===== config.mk =====
export PLATFORM = sky130hd
export DESIGN_NAME = tcw_ctrl
export DESIGN_NICKNAME = d
export VERILOG_FILES = /design/src/rtl/tcw_pkg.sv /design/src/rtl/tcw_ctrl.sv
export SDC_FILE = /design/constraint.sdc
export NUM_CORES = 1
export LEC_CHECK = 0
export BUFFER_PORTS_ARGS = -buffer_cell sky130_fd_sc_hd__buf_2
export CAP_MARGIN = 30
export CELL_PAD_IN_SITES_DETAIL_PLACEMENT = 0
export CELL_PAD_IN_SITES_GLOBAL_PLACEMENT = 1
export CORE_MARGIN = 1.5
export CORE_UTILIZATION = 25
export DETAILED_ROUTE_END_ITERATION = 7
export GPL_TIMING_DRIVEN = 0
export PLACE_DENSITY_LB_ADDON = 0.1
export SLEW_MARGIN = 5
export SYNTH_ARGS = -nofsm -noshare
export SYNTH_HDL_FRONTEND = slang
export SYNTH_SLANG_ARGS = --single-unit

===== constraint.sdc =====
create_clock -name clk_i -period 1.1 [get_ports clk_i]
set_input_delay 0 -clock clk_i [delete_from_list [all_inputs] [get_ports clk_i]]
set_output_delay 0 -clock clk_i [all_outputs]
set_load 0.02 [all_outputs]

===== src/rtl/tcw_pkg.sv =====
// package for the text console writer
// screen geometry, action and state codes, control and status structs
// no dependencies
package tcw_pkg;

  localparam int SCREEN_COLS   = 80;
  localparam int SCREEN_ROWS   = 25;
  localparam int CELL_COUNT    = SCREEN_COLS * SCREEN_ROWS;
  localparam int ADDR_W        = $clog2(CELL_COUNT);
  localparam int COL_W         = 7;
  localparam int ROW_W         = 5;
  localparam int CHAR_W        = 8;
  localparam int ATTR_W        = 8;
  localparam int CELL_W        = 16;
  localparam int ACT_W         = 3;
  localparam int IN_DATA_W     = 32;
  localparam int OUT_DATA_W    = 40;
  localparam int COPY_LAST     = (SCREEN_ROWS - 1) * SCREEN_COLS - 1;
  localparam int LAST_ROW_BASE = (SCREEN_ROWS - 1) * SCREEN_COLS;

  localparam logic [CELL_W-1:0] BLANK_CELL   = 16'h0720;
  localparam logic [CHAR_W-1:0] NEWLINE_CODE = 8'h0A;
  localparam logic [CHAR_W-1:0] SPACE_CODE   = 8'h20;
  localparam logic [ATTR_W-1:0] RESET_ATTR   = 8'h07;

  typedef enum logic [ACT_W-1:0] {
    ACT_PUT_CHAR   = 3'd0,
    ACT_BACKSPACE  = 3'd1,
    ACT_CLEAR      = 3'd2,
    ACT_WRITE_CELL = 3'd3,
    ACT_READ_CELL  = 3'd4
  } act_e;

  typedef enum logic [2:0] {
    ST_INIT,
    ST_IDLE,
    ST_EXEC,
    ST_RESP,
    ST_COPY,
    ST_DRAIN,
    ST_FILL
  } state_e;

  typedef struct packed {
    logic item_load;
    logic exec;
    logic out_load;
    logic sweep_set;
    logic sweep_last_row;
    logic fill;
    logic copy;
  } cmd_t;

  typedef struct packed {
    act_e action;
    logic scroll;
    logic fill_done;
    logic copy_done;
    logic out_free;
  } status_t;

endpackage


===== src/rtl/tcw_ctrl.sv =====
// controller of the text console writer
// sequences item execution, screen fill, scroll copy and result hand-off
// depends on tcw_pkg
module tcw_ctrl (
  input  logic            clk_i,
  input  logic            rst_ni,
  input  logic            s_valid_i,
  output logic            s_ready_o,
  input  tcw_pkg::status_t status_i,
  output tcw_pkg::cmd_t    cmd_o
);
  import tcw_pkg::*;

  state_e state_q, state_d;

  always_ff @(posedge clk_i or negedge rst_ni) begin
    if (!rst_ni) begin
      state_q <= ST_INIT;
    end else begin
      state_q <= state_d;
    end
  end

  always_comb begin
    state_d   = state_q;
    cmd_o     = '0;
    s_ready_o = 1'b0;
    case (state_q)
      ST_INIT: begin
        cmd_o.fill = 1'b1;
        if (status_i.fill_done) begin
          state_d = ST_IDLE;
        end
      end
      ST_IDLE: begin
        s_ready_o = 1'b1;
        if (s_valid_i) begin
          cmd_o.item_load = 1'b1;
          state_d         = ST_EXEC;
        end
      end
      ST_EXEC: begin
        cmd_o.exec = 1'b1;
        case (status_i.action)
          ACT_CLEAR: begin
            cmd_o.sweep_set = 1'b1;
            state_d         = ST_FILL;
          end
          ACT_READ_CELL: begin
            state_d = ST_RESP;
          end
          default: begin
            if (status_i.scroll) begin
              cmd_o.sweep_set = 1'b1;
              state_d         = ST_COPY;
            end else if (status_i.out_free) begin
              cmd_o.out_load = 1'b1;
              state_d        = ST_IDLE;
            end else begin
              state_d = ST_RESP;
            end
          end
        endcase
      end
      ST_RESP: begin
        if (status_i.out_free) begin
          cmd_o.out_load = 1'b1;
          state_d        = ST_IDLE;
        end
      end
      ST_COPY: begin
        cmd_o.copy = 1'b1;
        if (status_i.copy_done) begin
          state_d = ST_DRAIN;
        end
      end
      ST_DRAIN: begin
        cmd_o.sweep_set      = 1'b1;
        cmd_o.sweep_last_row = 1'b1;
        state_d              = ST_FILL;
      end
      ST_FILL: begin
        cmd_o.fill = 1'b1;
        if (status_i.fill_done) begin
          state_d = ST_RESP;
        end
      end
      default: begin
        state_d = ST_INIT;
      end
    endcase
  end

endmodule


# After elaboration in Yosys (flattened, before gate mapping)

Index checks and enable logic that the tools add are counted.

$add $sub $neg: 0
Multipliers: 0
Divide/modulo/power cells: 0
Order comparisons: 0
Eq/ne operators: 13
Shift operators: 0
Multiplexer cells: 23
Bitwise gates (word level): 0
Reductions and logical operators: 4

Operators with widths:

| kind                                          | number |
|---|---|
| one-hot mux 3 bit (7 select lines)            | 1 |
| two-way mux 3 bit                             | 6 |
| == test 3 bit, second input constant          | 4 |
| two-way mux 1 bit                             | 11 |
| != test 2 bit, second input constant          | 5 |
| == test 3 x 2 -> 1 bit, second input constant | 3 |
| one-hot mux 1 bit (2 select lines)            | 3 |
| one-hot mux 3 bit (2 select lines)            | 1 |
| AND reduction 5 bit                           | 1 |
| OR reduction 2 bit                            | 2 |
| == test 3 x 1 -> 1 bit, second input constant | 1 |
| logical NOT 3 bit                             | 1 |
| two-way mux 2 bit                             | 1 |

Register bits: 3
Bits in latches: 0
Memory bits (writable): 0
Memory bits (read-only): 0
Input port bits: 10
Output and inout port bits: 8
Word-level logic and storage cells: 41
Memories: 0

# Longest topological paths before layout

Word-level depth: 4
Depth in mapped cells: 5
Gate-level depth less buffers: 4

# Worst setup path before layout

No wires, ideal clock.

Kind: reg2out
Start: register state_q[2]
End: output port cmd_o[6] in the netlist's numbering
Arrival time: 1.201 ns
Required time: 1.100 ns
Setup slack: -0.101 ns
Stages on the path, launching flop included: 4
Path buffers: 0
Cell sequence: dfrtp_1 -> nand2b_1 -> nor2_1 -> and2_1

RTL lines:

| what                   | RTL line       | source |
|---|---|---|
| start, declared        | tcw_ctrl.sv:14 | `state_e state_q, state_d;` |
| start signal, assigned | tcw_ctrl.sv:20 | `state_q <= state_d;` |
| end, declared          | tcw_ctrl.sv:10 | `output tcw_pkg::cmd_t cmd_o` |

==> run metrics <==
Syn Inst Count 39; status complete, but fails checks; Total Wirelength 1.02 mm; number of global-route vias before repair 356; Syn Nets 49; peak supply drop 0.000880 V; Tcrit/Tclk final 1.21; Yosys reg bits 3; violated checks setup timing; initial core utilization 0.263; registers with the most flip-flops state_q: 3 flops; clk slew on worst S/H paths 40 ps; CTS Sinks 3; # IOs 18; Core Area 1280 sq um; drt pass-1 iters 4; Fin Clk Skew 6.59 ps; # H-tree levels 1; Int Power 1.22 mW; dpl hpwl 596 um; dpl cell area 449 sq um; Setup WS post-layout -227 ps; Post-Syn Area per Cell 8.66 sq um; Vias/cell 4.55; CP Cell Sequence buf_6 -> nand2b_4 -> nor2_4 -> and2_4 -> buf_6; Netlist cell types 26; ANT nets after route 0; P&R area growth vs syn 118%; num rows 13; Non-Filler Instances 91; crit-path most repeated cell buf_6; crit-path max cell delay 430 ps; Final Net Count 87; CTS tree yes; setup violators final 10; CP Launch Type register; P_sw 0.829 mW; # port buffers 17; Inserted Clock Buffers 3; crit path time final 1330 ps; Critical Setup Path Class register to output port; Comb power frac 0.809; post-route setup TNS -1250 ps; Clock Latency Late Sink 240 ps; Ys Warns 0; Arr. time, crit path 1330 ps; layout cells sized above 1 0.750; Worst slew margin 0.830; class of the worst hold path input port to asynchronous set/reset pin; FILL cells 114; detailed-route via count 414; RSZ-0062 raised after global routing yes; switching part of the total power 0.404; Overall Global Routing Usage 0.144; buffers plus inverters on the worst setup path 2; leakage 0.352 nW; die footprint 1580 sq um; gpl congestion 0.701; DP Cell Count 71; number of buffers on the longest clock path 2; die width 39.8 um; Chip Height 39.8 um; largest net degree at the start of global routing 11; post-synthesis sequential area ratio 0.222; per-cell routed wire length 11.2 um; antenna violations before repair 0; final hold vios 0; part of the power in registers 0.094; clk root buf clkbuf_4; Max Clk Rate 0.754 GHz; total power 2.05 mW; crit-path leading delay family simple AND/OR/NAND/NOR gates; synthesized cell area 338 sq um; critical-path maximum fanout 4; first-pass GRT wire length 1.46 mm; gr ovfl total 0; CP Capture Type output port; Setup WS pre-CTS -89.9 ps; Largest register FFs 3; pwr dens 2780 nW/um^2; max-cap violation count 0; Most flops, register state_q; # DRC 0; measured slew at the worst slew-check pin 254 ps; CP max-delay cell dfrtp_2; Critical Path RT 1100 ps; Starting DRT DRC Count 8; clock group share of total power 0.097; Slew Limit Fails 0; ant diodes 0; cell area after layout 737 sq um
## synth_stat cells
library cell / number / area, sq um
nor2_1: 8 / 30.0
dfrtp_1: 3 / 75.1
a21oi_1: 2 / 10.0
and2_2: 2 / 15.0
nand2_1: 2 / 7.51
nand2b_1: 2 / 12.5
a21o_2: 1 / 8.76
a22oi_2: 1 / 12.5
and2_1: 1 / 6.26
and2b_2: 1 / 8.76
buf_2: 1 / 5.00
buf_6: 1 / 11.3
inv_1: 1 / 3.75
mux2_2: 1 / 11.3
nand2b_4: 1 / 13.8
nor2b_4: 1 / 13.8
nor3_1: 1 / 5.00
nor4_4: 1 / 21.3
o211a_1: 1 / 10.0
o21ai_0: 1 / 5.00
o22a_1: 1 / 8.76
o22ai_1: 1 / 6.26
o22ai_2: 1 / 12.5
o311ai_0: 1 / 8.76
or2_1: 1 / 6.26
xnor2_1: 1 / 8.76
## layout make-up
| class | count | area, sq um | share of cell area |
|---|---|---|---|
| multi-input combinational | 33 | 313 | 0.424 |
| inverter | 1 | 3.75 | 0.00509 |
| timing repair buffer | 33 | 277 | 0.375 |
| buffer | 2 | 22.5 | 0.0306 |
| sequential | 3 | 76.3 | 0.104 |
| tap | 15 | 18.8 | 0.0255 |
| clock buffer | 4 | 26.3 | 0.0357 |
## worst reg2reg max path, delay by kind of cell, from the launching register on
family | cells | cell delay, ps
compound gates | 3 | 390
buf+inv | 2 | 250
flops | 1 | 360
simple gates | 1 | 130
## logic make-up (layout without fill, tap and decap cells)
family | count (synthesis) | count (layout) | synth area share
AO/OA/AOI/OAI | 10 | 10 | 0.244
XOR/XNOR | 1 | 1 | 0.0259
buffers and inverters | 3 | 40 | 0.0592
flip-flops | 3 | 3 | 0.222
multiplexers | 1 | 1 | 0.0333
AND/OR/NAND/NOR | 21 | 21 | 0.415
## stage by stage
step | hold slack (ps) | utilization
floorplan | -296 | -
detailed placement | -203 | 0.350
global placement | -202 | 0.350
finish | 83.2 | 0.574
global route | 92.6 | 0.574
CTS | 89.7 | 0.512
## power by group through the flow
stage | clock [mW] | sequential, mW | combinational (mW)
floorplan | 0 | 0.185 | 0.671
global placement | 0 | 0.195 | 0.875
detailed placement | 0 | 0.192 | 0.867
CTS | 0.202 | 0.186 | 1.38
global route | 0.217 | 0.198 | 1.77
finish | 0.199 | 0.193 | 1.66
## worst paths after layout
path	end	slack (ps)	cells after the start	from
setup / recovery	cmd_o[6]	-230	5	state_q[2]
hold / removal	state_q[2]	80	2	rst_ni
setup reg to reg	state_q[0]	-100	6	state_q[1]
hold reg to reg	state_q[1]	610	3	state_q[0]
max in group asynchronous	state_q[2]	900	2	rst_ni
min in group clk_i	state_q[1]	110	4	status_i[0]
## cell usage in the layout, fill, tap and decap left out, drive strengths merged
master	synthesis	routed
buf	2	34
nand2	2	2
o311ai	1	1
or2	1	1
dfrtp	3	3
o22ai	2	2
dlygate4sd3	0	1
a21o	1	1
xnor2	1	1
inv	1	1
nor3	1	1
and2	3	3
o211a	1	1
nor2b	1	1
mux2	1	1
a21oi	2	2
nor4	1	1
clkbuf	0	4
a22oi	1	1
and2b	1	1
nor2	8	8
o21ai	1	1
o22a	1	1
nand2b	3	3
## what timing repair did
| action | CTS | global route |
|---|---|---|
| hold buffers | 1 | 0 |
| setup buffers | 11 | 6 |
| setup endpoints to repair | 10 | 11 |
| resized for setup | 27 | 14 |
| pin swaps | 7 | 8 |
| endpoints found under the hold margin | 3 | 0 |
## per-layer routing
metal,part of all wire,track usage,vias up
met1,0.41,0.178,190
li1,-,-,210
met4,0,0.155,0
met3,0.038,0,0
met5,0,0,-
met2,0.55,0.213,14
(Power assumes the default switching activity.)
